## config.mk

```make
export PLATFORM = sky130hd
export DESIGN_NAME = windowed_adaptive_threshold_unit
export DESIGN_NICKNAME = d
export VERILOG_FILES = /design/src/rtl/wat_pkg.sv /design/src/rtl/wat_ctrl.sv /design/src/rtl/wat_dpath.sv /design/src/rtl/windowed_adaptive_threshold_unit.sv
export SDC_FILE = /design/constraint.sdc
export NUM_CORES = 2
export LEC_CHECK = 0
export ABC_CLOCK_PERIOD_IN_PS = 15900
export BUFFER_PORTS_ARGS = -buffer_cell sky130_fd_sc_hd__buf_2
export CORE_MARGIN = 2
export CORE_UTILIZATION = 25
export DETAILED_ROUTE_END_ITERATION = 10
export PLACE_DENSITY = 0.36
export SYNTH_ARGS = -nofsm -noshare
export SYNTH_HDL_FRONTEND = slang
export SYNTH_SLANG_ARGS = --single-unit
```

## constraint.sdc

```tcl
create_clock -name clock -period 15.9 [get_ports clock]
set_clock_uncertainty 0.05 [all_clocks]
set_input_delay 0.795 -clock clock [delete_from_list [all_inputs] [get_ports clock]]
set_output_delay 0.795 -clock clock [all_outputs]
set_load 0.01 [all_outputs]
```

## src/rtl/wat_pkg.sv

```systemverilog
// Shared types and constants for the windowed adaptive threshold unit.
// Depends on nothing; every other file in rtl imports it.
`timescale 1ns / 1ps

package wat_pkg;

   localparam int SAMPLE_W       = 16;
   localparam int LEVEL_W        = 32;
   localparam int LENGTH_W       = 6;
   localparam int CSR_INDEX_W    = 8;
   localparam int WINDOW_MAX_DEF = 32;

   // Bits of the rounded quotient; the change never reaches 2**15 LSBs.
   localparam int QUO_W = 15;

   // Reciprocal of ten for the trend step: floor(v * RECIP >> RECIP_SHIFT)
   // equals v / 10 for every v the step can produce.
   localparam int                 RECIP_SHIFT = 26;
   localparam logic [22:0]        RECIP_TEN   = 23'd6710887;

   localparam logic [CSR_INDEX_W-1:0] CSR_START  = 8'd0;
   localparam logic [CSR_INDEX_W-1:0] CSR_LOWER  = 8'd1;
   localparam logic [CSR_INDEX_W-1:0] CSR_UPPER  = 8'd2;
   localparam logic [CSR_INDEX_W-1:0] CSR_LENGTH = 8'd3;

   localparam logic [LEVEL_W-1:0]  START_RESET  = 32'sd32768;
   localparam logic [LEVEL_W-1:0]  LOWER_RESET  = 32'sd0;
   localparam logic [LEVEL_W-1:0]  UPPER_RESET  = 32'sd65536;
   localparam logic [LENGTH_W-1:0] LENGTH_RESET = 6'd32;

   typedef struct packed {
      logic store;
      logic rd_issue;
      logic rd_take;
      logic div_load;
      logic div_step;
      logic emit;
   } wat_cmd_type;

   typedef struct packed {
      logic idx_zero;
      logic div_last;
      logic out_free;
   } wat_status_type;

endpackage

```

## src/rtl/wat_ctrl.sv

```systemverilog
// Sequencer of the windowed adaptive threshold unit.
// Depends on wat_pkg; drives the datapath only through command and status.
`timescale 1ns / 1ps

module wat_ctrl (
   input  logic                    clock,
   input  logic                    reset,
   input  logic                    req_tvalid,
   output logic                    req_tready,
   input  wat_pkg::wat_status_type status,
   output wat_pkg::wat_cmd_type    cmd
);
   import wat_pkg::*;

   typedef enum logic [2:0] {
      ST_IDLE,
      ST_RADDR,
      ST_RDATA,
      ST_DLOAD,
      ST_DSTEP,
      ST_EMIT
   } state_type;

   state_type state_ff, state_in;

   always_comb begin
      state_in = state_ff;
      cmd      = '0;
      unique case (state_ff)
         ST_IDLE: begin
            if (req_tvalid) begin
               cmd.store = 1'b1;
               state_in  = ST_RADDR;
            end
         end
         ST_RADDR: begin
            cmd.rd_issue = 1'b1;
            state_in     = ST_RDATA;
         end
         ST_RDATA: begin
            cmd.rd_take = 1'b1;
            state_in    = status.idx_zero ? ST_DLOAD : ST_RADDR;
         end
         ST_DLOAD: begin
            cmd.div_load = 1'b1;
            state_in     = ST_DSTEP;
         end
         ST_DSTEP: begin
            cmd.div_step = 1'b1;
            if (status.div_last) state_in = ST_EMIT;
         end
         ST_EMIT: begin
            if (status.out_free) begin
               cmd.emit = 1'b1;
               state_in = ST_IDLE;
            end
         end
         default: state_in = ST_IDLE;
      endcase
   end

   assign req_tready = (state_ff == ST_IDLE);

   always_ff @(posedge clock) begin
      if (reset) begin
         state_ff <= ST_IDLE;
      end else begin
         state_ff <= state_in;
      end
   end

endmodule

```

## src/rtl/wat_dpath.sv

```systemverilog
// Datapath: configuration registers, sample ring memory, window sums and
// trend accumulators, rounding divider, clamp and result register.
// Depends on wat_pkg; sequenced by wat_ctrl.
`timescale 1ns / 1ps

module wat_dpath #(
   parameter int WINDOW_MAX = wat_pkg::WINDOW_MAX_DEF
) (
   input  logic                                  clock,
   input  logic                                  reset,
   input  logic [3*wat_pkg::SAMPLE_W-1:0]        req_tdata,
   input  logic                                  csr_valid,
   output logic                                  csr_ready,
   input  logic [wat_pkg::CSR_INDEX_W-1:0]       csr_index,
   input  logic [wat_pkg::LEVEL_W-1:0]           csr_data,
   output logic                                  rsp_tvalid,
   input  logic                                  rsp_tready,
   output logic [wat_pkg::LEVEL_W+3*wat_pkg::SAMPLE_W-1:0] rsp_tdata,
   input  wat_pkg::wat_cmd_type                  cmd,
   output wat_pkg::wat_status_type               status
);
   import wat_pkg::*;

   localparam int SW   = (WINDOW_MAX > 1) ? $clog2(WINDOW_MAX) : 1;
   localparam int FW   = $clog2(WINDOW_MAX + 1);
   localparam int CW   = (FW > LENGTH_W) ? FW : LENGTH_W;
   localparam int SUMW = SAMPLE_W + FW;
   localparam int NUMW = SUMW + 5;
   localparam int DVW  = FW + 8;
   localparam int DW   = FW + 22;
   localparam int QCW  = $clog2(QUO_W);
   localparam int EW   = 20;
   localparam int PW   = EW + 23;

   localparam logic [CW-1:0]   WMAX_C  = CW'(WINDOW_MAX);
   localparam logic [FW:0]     WMAX_S  = (FW + 1)'(WINDOW_MAX);
   localparam logic [FW-1:0]   WMAX_F  = FW'(WINDOW_MAX);

   // Configuration.
   logic signed [LEVEL_W-1:0] start_ff, lower_ff, upper_ff;
   logic [LENGTH_W-1:0]       length_ff;

   assign csr_ready = 1'b1;

   always_ff @(posedge clock) begin
      if (reset) begin
         start_ff  <= START_RESET;
         lower_ff  <= LOWER_RESET;
         upper_ff  <= UPPER_RESET;
         length_ff <= LENGTH_RESET;
      end else if (csr_valid) begin
         if (csr_index == CSR_START)  start_ff  <= csr_data;
         if (csr_index == CSR_LOWER)  lower_ff  <= csr_data;
         if (csr_index == CSR_UPPER)  upper_ff  <= csr_data;
         if (csr_index == CSR_LENGTH) length_ff <= csr_data[LENGTH_W-1:0];
      end
   end

   // Ring pointers.
   logic [FW-1:0] fill_ff, fill_in, n_ff;
   logic [SW-1:0] oldest_ff, oldest_in, idx_ff, wr_slot, rd_slot;
   logic [CW-1:0] len_eff, fill_inc;
   logic          full;

   function automatic logic [SW-1:0] slot_after(input logic [SW-1:0] base,
                                                input logic [FW-1:0] k);
      logic [FW:0] s;
      s = (FW + 1)'(base) + (FW + 1)'(k);
      if (s >= WMAX_S) s = s - WMAX_S;
      return s[SW-1:0];
   endfunction

   always_comb begin
      if (length_ff == '0)                     len_eff = CW'(1);
      else if (CW'(length_ff) > WMAX_C)        len_eff = WMAX_C;
      else                                     len_eff = CW'(length_ff);
      full      = (fill_ff == WMAX_F);
      fill_inc  = CW'(fill_ff) + CW'(1);
      wr_slot   = full ? oldest_ff : slot_after(oldest_ff, fill_ff);
      oldest_in = oldest_ff;
      fill_in   = fill_ff;
      if (full) begin
         oldest_in = slot_after(oldest_ff, FW'(1));
      end else if (fill_inc > len_eff) begin
         oldest_in = slot_after(oldest_ff, FW'(1));
      end else begin
         fill_in = fill_inc[FW-1:0];
      end
      rd_slot = slot_after(oldest_ff, FW'(idx_ff));
   end

   // Sample memory; entries are read only after they have been written.
   logic [3*SAMPLE_W-1:0] mem [WINDOW_MAX];
   logic [3*SAMPLE_W-1:0] rdata_ff;

   always_ff @(posedge clock) begin
      if (cmd.store) mem[wr_slot] <= req_tdata;
      if (cmd.rd_issue) rdata_ff <= mem[rd_slot];
   end

   always_ff @(posedge clock) begin
      if (reset) begin
         fill_ff   <= '0;
         oldest_ff <= '0;
      end else if (cmd.store) begin
         fill_ff   <= fill_in;
         oldest_ff <= oldest_in;
      end
   end

   // Walk from the newest entry to the oldest.
   logic [SUMW-1:0]     se_ff, ss_ff, sr_ff;
   logic [SAMPLE_W-1:0] te_ff, ts_ff, tr_ff;
   logic                first_ff;

   function automatic logic [SAMPLE_W-1:0] ema_step(input logic [SAMPLE_W-1:0] x,
                                                    input logic [SAMPLE_W-1:0] e);
      logic [EW-1:0] v;
      logic [PW-1:0] p;
      v = EW'(x) * EW'(3) + EW'(e) * EW'(7) + EW'(5);
      p = PW'(v) * PW'(RECIP_TEN);
      return p[RECIP_SHIFT +: SAMPLE_W];
   endfunction

   always_ff @(posedge clock) begin
      if (cmd.store) begin
         n_ff     <= fill_in;
         idx_ff   <= SW'(fill_in - FW'(1));
         se_ff    <= '0;
         ss_ff    <= '0;
         sr_ff    <= '0;
         first_ff <= 1'b1;
      end else if (cmd.rd_take) begin
         se_ff    <= se_ff + SUMW'(rdata_ff[0 +: SAMPLE_W]);
         ss_ff    <= ss_ff + SUMW'(rdata_ff[SAMPLE_W +: SAMPLE_W]);
         sr_ff    <= sr_ff + SUMW'(rdata_ff[2*SAMPLE_W +: SAMPLE_W]);
         first_ff <= 1'b0;
         idx_ff   <= idx_ff - SW'(1);
         if (first_ff) begin
            te_ff <= rdata_ff[0 +: SAMPLE_W];
            ts_ff <= rdata_ff[SAMPLE_W +: SAMPLE_W];
            tr_ff <= rdata_ff[2*SAMPLE_W +: SAMPLE_W];
         end else begin
            te_ff <= ema_step(rdata_ff[0 +: SAMPLE_W], te_ff);
            ts_ff <= ema_step(rdata_ff[SAMPLE_W +: SAMPLE_W], ts_ff);
            tr_ff <= ema_step(rdata_ff[2*SAMPLE_W +: SAMPLE_W], tr_ff);
         end
      end
   end

   // Rounded change = (2|num| + den) / (2 den), den = 100 n, by restoring
   // division one quotient bit per cycle.
   logic signed [NUMW-1:0] num;
   logic [NUMW-1:0]        mag;
   logic [DVW-1:0]         den2;
   logic [DW-1:0]          rem_ff, dvs_ff;
   logic [QUO_W-1:0]       quo_ff;
   logic [QCW-1:0]         cnt_ff;
   logic                   neg_ff, ge;

   always_comb begin
      num = $signed(NUMW'({se_ff, 3'b000})) + $signed(NUMW'(se_ff) * NUMW'(0))
          + $signed(NUMW'(ss_ff) * NUMW'(6)) - $signed(NUMW'(sr_ff) * NUMW'(6))
          - $signed(NUMW'({n_ff, 18'b0}));
      mag  = num[NUMW-1] ? NUMW'(-num) : NUMW'(num);
      den2 = DVW'(n_ff) * DVW'(200);
      ge   = (rem_ff >= dvs_ff);
   end

   always_ff @(posedge clock) begin
      if (cmd.div_load) begin
         rem_ff <= DW'({mag, 1'b0}) + DW'(n_ff) * DW'(100);
         dvs_ff <= DW'(den2) << (QUO_W - 1);
         quo_ff <= '0;
         cnt_ff <= QCW'(QUO_W - 1);
         neg_ff <= num[NUMW-1];
      end else if (cmd.div_step) begin
         if (ge) rem_ff <= rem_ff - dvs_ff;
         quo_ff <= {quo_ff[QUO_W-2:0], ge};
         dvs_ff <= dvs_ff >> 1;
         cnt_ff <= cnt_ff - QCW'(1);
      end
   end

   // Clamp and result register.
   logic signed [LEVEL_W-1:0] level_ff;
   logic                      started_ff;
   logic signed [LEVEL_W+1:0] sum, clamped;
   logic signed [LEVEL_W+1:0] chg;
   logic                      valid_ff;
   logic [LEVEL_W+3*SAMPLE_W-1:0] data_ff;

   always_comb begin
      chg     = neg_ff ? -$signed((LEVEL_W + 2)'(quo_ff)) : $signed((LEVEL_W + 2)'(quo_ff));
      sum     = (started_ff ? (LEVEL_W + 2)'(level_ff) : (LEVEL_W + 2)'(start_ff)) + chg;
      clamped = sum;
      if (clamped < (LEVEL_W + 2)'(lower_ff)) clamped = (LEVEL_W + 2)'(lower_ff);
      if (clamped > (LEVEL_W + 2)'(upper_ff)) clamped = (LEVEL_W + 2)'(upper_ff);
   end

   always_ff @(posedge clock) begin
      if (reset) begin
         level_ff   <= '0;
         started_ff <= 1'b0;
         valid_ff   <= 1'b0;
      end else begin
         if (cmd.emit) begin
            level_ff   <= clamped[LEVEL_W-1:0];
            started_ff <= 1'b1;
            valid_ff   <= 1'b1;
         end else if (rsp_tready) begin
            valid_ff <= 1'b0;
         end
      end
   end

   always_ff @(posedge clock) begin
      if (cmd.emit) data_ff <= {tr_ff, ts_ff, te_ff, clamped[LEVEL_W-1:0]};
   end

   assign rsp_tvalid      = valid_ff;
   assign rsp_tdata       = data_ff;
   assign status.idx_zero = (idx_ff == '0);
   assign status.div_last = (cnt_ff == '0);
   assign status.out_free = !valid_ff || rsp_tready;

endmodule

```

## src/rtl/windowed_adaptive_threshold_unit.sv

```systemverilog
// Top level of the windowed adaptive threshold unit.
// Usage: each req item carries one sample (efficiency, stability, error
// fraction, Q0.16). The unit appends it to a sliding window and returns one
// rsp item: the clamped Q16.16 threshold and one trend value per field.
// Registers are written over the csr channel (index 0 start threshold,
// 1 lower limit, 2 upper limit, 3 window length); the user must do so
// only while no item is in work, as the block itself does not enforce
// it. csr_ready is always high and unknown indexes are dropped.
// Each item is worked in order by a walk over the ring memory, with a
// read and an accumulate step per entry, then by the bit-serial divider
// and the clamp into the result register.
// A new item is taken once the previous one has reached the result
// register, even while that result still waits on rsp_tready; when the
// receiver stalls, the next result waits in the last step until the
// register frees up. Reset empties the window, restores register defaults
// and makes the next update start from the start threshold. It needs no
// clearing pass.
`timescale 1ns / 1ps

module windowed_adaptive_threshold_unit #(
   parameter int WINDOW_MAX = wat_pkg::WINDOW_MAX_DEF
) (
   input  logic                                   clock,
   input  logic                                   reset,
   input  logic                                   req_tvalid,
   output logic                                   req_tready,
   // efficiency[15:0], stability[31:16], error_fraction[47:32]
   input  logic [3*wat_pkg::SAMPLE_W-1:0]         req_tdata,
   output logic                                   rsp_tvalid,
   input  logic                                   rsp_tready,
   // threshold[31:0], efficiency_trend[47:32], stability_trend[63:48],
   // error_trend[79:64]
   output logic [wat_pkg::LEVEL_W+3*wat_pkg::SAMPLE_W-1:0] rsp_tdata,
   input  logic                                   csr_valid,
   output logic                                   csr_ready,
   input  logic [wat_pkg::CSR_INDEX_W-1:0]        csr_index,
   input  logic [wat_pkg::LEVEL_W-1:0]            csr_data
);
   import wat_pkg::*;

   wat_cmd_type    cmd;
   wat_status_type status;

   wat_ctrl u_ctrl (
      .clock      (clock),
      .reset      (reset),
      .req_tvalid (req_tvalid),
      .req_tready (req_tready),
      .status     (status),
      .cmd        (cmd)
   );

   wat_dpath #(
      .WINDOW_MAX (WINDOW_MAX)
   ) u_dpath (
      .clock      (clock),
      .reset      (reset),
      .req_tdata  (req_tdata),
      .csr_valid  (csr_valid),
      .csr_ready  (csr_ready),
      .csr_index  (csr_index),
      .csr_data   (csr_data),
      .rsp_tvalid (rsp_tvalid),
      .rsp_tready (rsp_tready),
      .rsp_tdata  (rsp_tdata),
      .cmd        (cmd),
      .status     (status)
   );

endmodule

```

==> Word-level counts from Yosys, hierarchy flattened <==
Memory sizes are Yosys's and may differ from the RTL's. A register that Yosys moved wholly into a read port is not among the register bits.
Index checks and enable logic that the tools add are counted.
{ "word_totals": {"register_bits": 432, "latch_bits": 0, "ram_bits": 1536, "rom_bits": 0, "input_bits": 93, "out_inout_bits": 83, "word_cells": 150, "mem_count": 1} }
{ "classes": {"n_addsub": 27, "multipliers": 13, "n_div": 0, "n_lt_le_gt_ge": 8, "eq_ne": 12, "n_shift": 0, "n_mux": 42, "n_bitwise": 1, "n_reduce_logical": 20} }
{ "mem_list": {"columns": ["memory", "words", "width", "rd", "rd_clocked_by_memory_dff", "write_ports", "line_no", "rtl"], "rows": [
  ["u_dpath.mem", 32, 48, 1, 1, 1, "wat_dpath.sv:93", "logic [3*SAMPLE_W-1:0] mem [WINDOW_MAX];"]
]} }
{ "op_table": {"columns": ["cell", "n"], "rows": [
  ["$mux 28", 5],
  ["$mul 20x23->42 const B", 3],
  ["$mux 34", 3],
  ["$add 22x16->22", 3],
  ["$add 18x19->20", 3],
  ["$add 20x3->20 const B", 3],
  ["$mul 16x3->19 const B", 3],
  ["$mul 16x2->18 const B", 3],
  ["$mul 22x2->24 const B", 2],
  ["$mux 16", 3],
  ["$mux 5", 8],
  ["$add 34x34->34", 1],
  ["$gt 34x32->1", 1],
  ["$lt 34x32->1", 1],
  ["$neg 15->34", 1],
  ["$mux 32", 1],
  ["$add 28x13->28", 1],
  ["$ge 28x28->1", 1],
  ["$sub 28x28->28", 1],
  ["$mux 27", 1],
  ["$neg 27->27", 1],
  ["$sub 27x25->27", 1],
  ["$sub 27x26->27", 1],
  ["$add 25x25->26", 1],
  ["other kinds (34)", 71]
]} }

==> Depth between registers and ports, before layout <==
{ "depth": {"word_depth": 8, "ltp_mapped": 49, "depth_no_buf": 49} }

==> Cells and area by module <==
Synthesis repeated with hierarchy kept, for this count alone.
{ "hier_totals": {"hier_cells": 9197, "area_unflattened_um2": 116640.6} }
{ "by_module_without_submodules": {"columns": ["mod", "n_inst", "cells_each", "area_per_inst_um2", "seq_area_each_um2"], "rows": [
  ["wat_dpath", 1, 9176, 116462.9, 57945.6],
  ["wat_ctrl", 1, 21, 177.7, 60.1]
]} }

==> Worst setup path after synthesis <==
No wires, ideal clock.
{ "synth_path": {"path_type": "reg2reg", "from": "register u_dpath.ts_ff[2]", "to": "register u_dpath.ts_ff[12], data pin", "setup_time_ps": 267, "arrival_time_ps": 10951, "required_ps": 15583, "path_slack_ps": 4632, "stages_incl_launch_ff": 48, "path_buffers": 0, "synth_period_minus_slack_ps": 11268, "cell_sequence": "edfxtp_1 > inv_1 > fa_1 > inv_1 > fa_1 > inv_1 > fa_1 > inv_1 > ha_1 > nor2b_1 > o21ai_0 > a21boi_1 > o21ai_0 > a21boi_1 > o21ai_0 > a21boi_1 > o21ai_0 > nand2b_1 > (+12 left out) > fa_1 > inv_1 > fa_1 > inv_1 > ha_1 > and3_1 > a221o_1 > a21oi_1 > o21ai_0 > nor3_1 > a211oi_1 > o31a_1 > o211ai_1 > a21oi_1 > a211o_1 > a21oi_1 > xnor2_1 > o21ai_0"} }
{ "synth_between": {"elab_chain_cells": 5} }
{ "synth_lines": {"columns": ["item", "line_no", "rtl"], "rows": [
  ["from (decl)", "wat_dpath.sv:113", "logic [SAMPLE_W-1:0] te_ff, ts_ff, tr_ff;"],
  ["from (signal assigned)", "wat_dpath.sv:141", "ts_ff <= rdata_ff[SAMPLE_W +: SAMPLE_W];"],
  ["from (signal assigned)", "wat_dpath.sv:145", "ts_ff <= ema_step(rdata_ff[SAMPLE_W +: SAMPLE_W], ts_ff);"],
  ["$mul 16x3->19", "wat_dpath.sv:120", "v = EW'(x) * EW'(3) + EW'(e) * EW'(7) + EW'(5);"],
  ["$add 18x19->20", "wat_dpath.sv:120", null],
  ["$add 20x3->20", "wat_dpath.sv:120", null],
  ["$mul 20x23->42", "wat_dpath.sv:121", "p = PW'(v) * PW'(RECIP_TEN);"],
  ["$mux 16", "wat_dpath.sv:139", "if (first_ff) begin"]
]} }
No other way between the ends.
A chain may end at the register's enable or synchronous reset.

==> Worst setup path in the final report <==
Ends and elaborated chain as after synthesis.

==> impl_metrics.tcl <==
set metrics [dict create \
    run_status "complete, no violations" \
    area_delta_synth_final_pct 14.6 \
    ys_ff_latch 2016 \
    cts_buffer_depth 4 \
    hold_path_startpoint "csr_data[13]" \
    antenna_found_initial 54 \
    grt_pass1_wl_um 514000 \
    place_congestion 0.779 \
    drtAntennaViolNets 0 \
    drtIter0Drc 4164 \
    dr.pass1.iters 8 \
    row_count 249 \
    clk_pin_slew_ns 0.06 \
    synth_warnings 0 \
    cp_slowest_stage_delay_ns 0.69 \
    startpoint_type "flop" \
    relSlewSlack 0.0825 \
    yosysSeqAreaShare 0.502 \
    async_reset_ff_frac 0 \
    ctsHoldBuffers 0 \
    crit_fanout 5 \
    fin_crit_ns 12.92 \
    cp-end-kind "flop" \
    multi_input_area_um2 52200 \
    cts_tree "done" \
    final_area_um2 133000 \
    root_buffer "clkbuf_16" \
    overflow 0 \
    rsz0062_at_grt "no" \
    hpwl_um 231000 \
    synth_cell_types 105 \
    syn_area_um2 116000 \
    seqCellArea_um2 58000 \
    synth_edf_count 1763 \
    syn_nets 10600 \
    grt_start_max_net_pins 102 \
    period_share 0.813 \
    netlist_instances 9005 \
    slew_viol_final 0 \
    cts_max_level 5 \
    hold_viol 0 \
    avgRoutedWirePerCell_um 22.5 \
    setup_viol 0 \
    r2r_start "u_dpath.ts_ff[2]" \
    cts_made_buffers 262 \
    nets 10900 \
    final_common_cell "edfxtp_1" \
    timing_worst_setup_path_type "reg2reg" \
    arrival_ns 13.43 \
    drive_gt1_frac 0.131 \
    critPathBufInv 8 \
    crit_slowest_cell "nor3_1" \
    grt_pass1_vias 74400 \
    grt_usage 0.148 \
    fill_cells 46900 \
    whs_endpoint "u_dpath.upper_ff[13]" \
    maxCapViolCount 0 \
    synthFlopType "edfxtp_1" \
    initial_core_util 0.251 \
    critical-path-top-delay-family "adder cells" \
    core_region_area_um2 460000 \
    dieArea_um2 468000 \
    cp_data_required_time_ns 16.41 \
    max_freq_mhz 77.4 \
    tns_ns 0 \
    worst_pin_slew_ns 1.36 \
    post-route-drc-count 0 \
    worstHoldPathType "in2reg" \
    avgSynthCellArea_um2 12.8 \
    cts.sinks 2016 \
    die_y_um 684 \
    drt_wl_total_um 352000 \
    timing.rr.end "u_dpath.ts_ff[12]" \
    worstHoldPathCells 3 \
    num_vias 70400 \
    final_cell_mix "edfxtp_1, inv_1, ha_1, nand2_1, fa_1" \
    r2r_slack_ns 2.98 \
    crit_start "u_dpath.ts_ff[2]" \
    reg2reg_depth 47 \
    io_buffer_count 174 \
    clock_latency_ns 0.87 \
    postPlaceCellArea_um2 125000 \
    cts_resized 0 \
    viasPerCell 4.50 \
    ioPinCount 176 \
    post-cts-setup-buffers 0 \
    die_w_um 684 \
]
==> state kept, by name (all words and copies together) (netlist names), 22 cells and up <==
signal and cells:
u_dpath.rem_ff 28, u_dpath.mem 1536, u_dpath.rdata_ff 48, u_dpath.lower_ff 32, u_dpath.ss_ff 22, u_dpath.level_ff 32
u_dpath.rsp_tdata 80, u_dpath.se_ff 22, u_dpath.start_ff 32, u_dpath.sr_ff 22, u_dpath.upper_ff 32, u_dpath.dvs_ff 28
==> synth_stat cells, types with 10 or more instances <==
| cell | count | area (µm²) |
|---|---|---|
| nor2_1 | 300 | 1130 |
| edfxtp_1 | 1763 | 52900 |
| a21oi_1 | 345 | 1730 |
| inv_1 | 1250 | 4690 |
| buf_1 | 69 | 259 |
| a211oi_1 | 30 | 225 |
| nand2b_1 | 50 | 313 |
| ha_1 | 965 | 12100 |
| a211o_1 | 10 | 87.6 |
| o21ai_0 | 278 | 1390 |
| nand3_1 | 337 | 1690 |
| xor2_1 | 111 | 972 |
| nor4_1 | 16 | 100 |
| mux4_2 | 384 | 8650 |
| o31ai_1 | 28 | 210 |
| dfxtp_1 | 253 | 5060 |
| nand4_1 | 36 | 225 |
| fa_1 | 536 | 10700 |
| and3_1 | 23 | 144 |
| o21a_1 | 40 | 300 |
| o22ai_1 | 28 | 175 |
| o211ai_1 | 19 | 143 |
| a21o_1 | 129 | 968 |
| clkbuf_1 | 206 | 773 |
| o21bai_1 | 37 | 278 |
| and2_1 | 22 | 138 |
| or3_1 | 26 | 163 |
| a22o_1 | 16 | 140 |
| nor3_1 | 75 | 375 |
| a31oi_1 | 19 | 119 |
| or2_2 | 25 | 156 |
| nor2b_1 | 51 | 319 |
| a21boi_0 | 26 | 195 |
| xnor2_1 | 226 | 1980 |
| mux2_2 | 90 | 1010 |
| nor3b_1 | 14 | 105 |
| mux2i_1 | 28 | 280 |
| nand2_1 | 941 | 3530 |
==> worst max-delay path by stage <==
stage                        end  slack, ns  cells after the start
4_1_cts        u_dpath.ts_ff[12]       2.86                     47
3_3_place_gp   u_dpath.ts_ff[12]       2.86                     47
5_1_grt        u_dpath.ts_ff[15]       1.99                     47
6_report       u_dpath.ts_ff[12]       2.98                     47
2_1_floorplan  u_dpath.ts_ff[12]       4.63                     47
3_5_place_dp   u_dpath.ts_ff[15]       2.92                     47
==> worst min-delay path, cell delays in order <==
cell and delay (ns):
buf_2 0.12, nand2_1 0.05, a21oi_1 0.05
==> metal layers <==
metal	routed length [µm]	vias up	global-route usage
met5	164	-	0
li1	-	32600	-
met2	169000	1138	0.251
met4	7610	26	0.0331
met1	162000	36200	0.200
met3	13800	433	0.0221
==> final cells by class <==
type                    instances  area share
clock buffers                 335      0.0529
inverters                    1257      0.0356
multi-input cells            5449       0.394
repair buffers                300      0.0143
well taps                    6149      0.0580
clock inverters               116     0.00713
flip-flops and latches       2016       0.438
diodes                         20    0.000378
==> kinds of logic (layout without fill, tap and decap cells) <==
group	count (synthesis)	in the layout	synth area share
other cells	1	21	0.0000324
xor+xnor	337	337	0.0255
simple gates	1973	1973	0.0770
flops	2016	2016	0.502
compound gates	1135	1135	0.0621
mux	502	502	0.0860
buf+inv	1540	2008	0.0503
fa+ha+maj	1501	1501	0.197
==> stage by stage <==
step            util  std cells  setup WS [ns]  hold WS (ns)
6_report       0.288      15600           2.98         0.137
5_1_grt        0.288      15600           1.99         0.100
4_1_cts        0.288      15600           2.86        0.0499
3_5_place_dp   0.271      15200           2.92         0.384
3_3_place_gp   0.271      15200           2.86         0.384
2_1_floorplan      -       9005           4.63         0.376
Power is not shown: default switching activity piles up to over one toggle a cycle in this logic, so the estimate is an artifact.
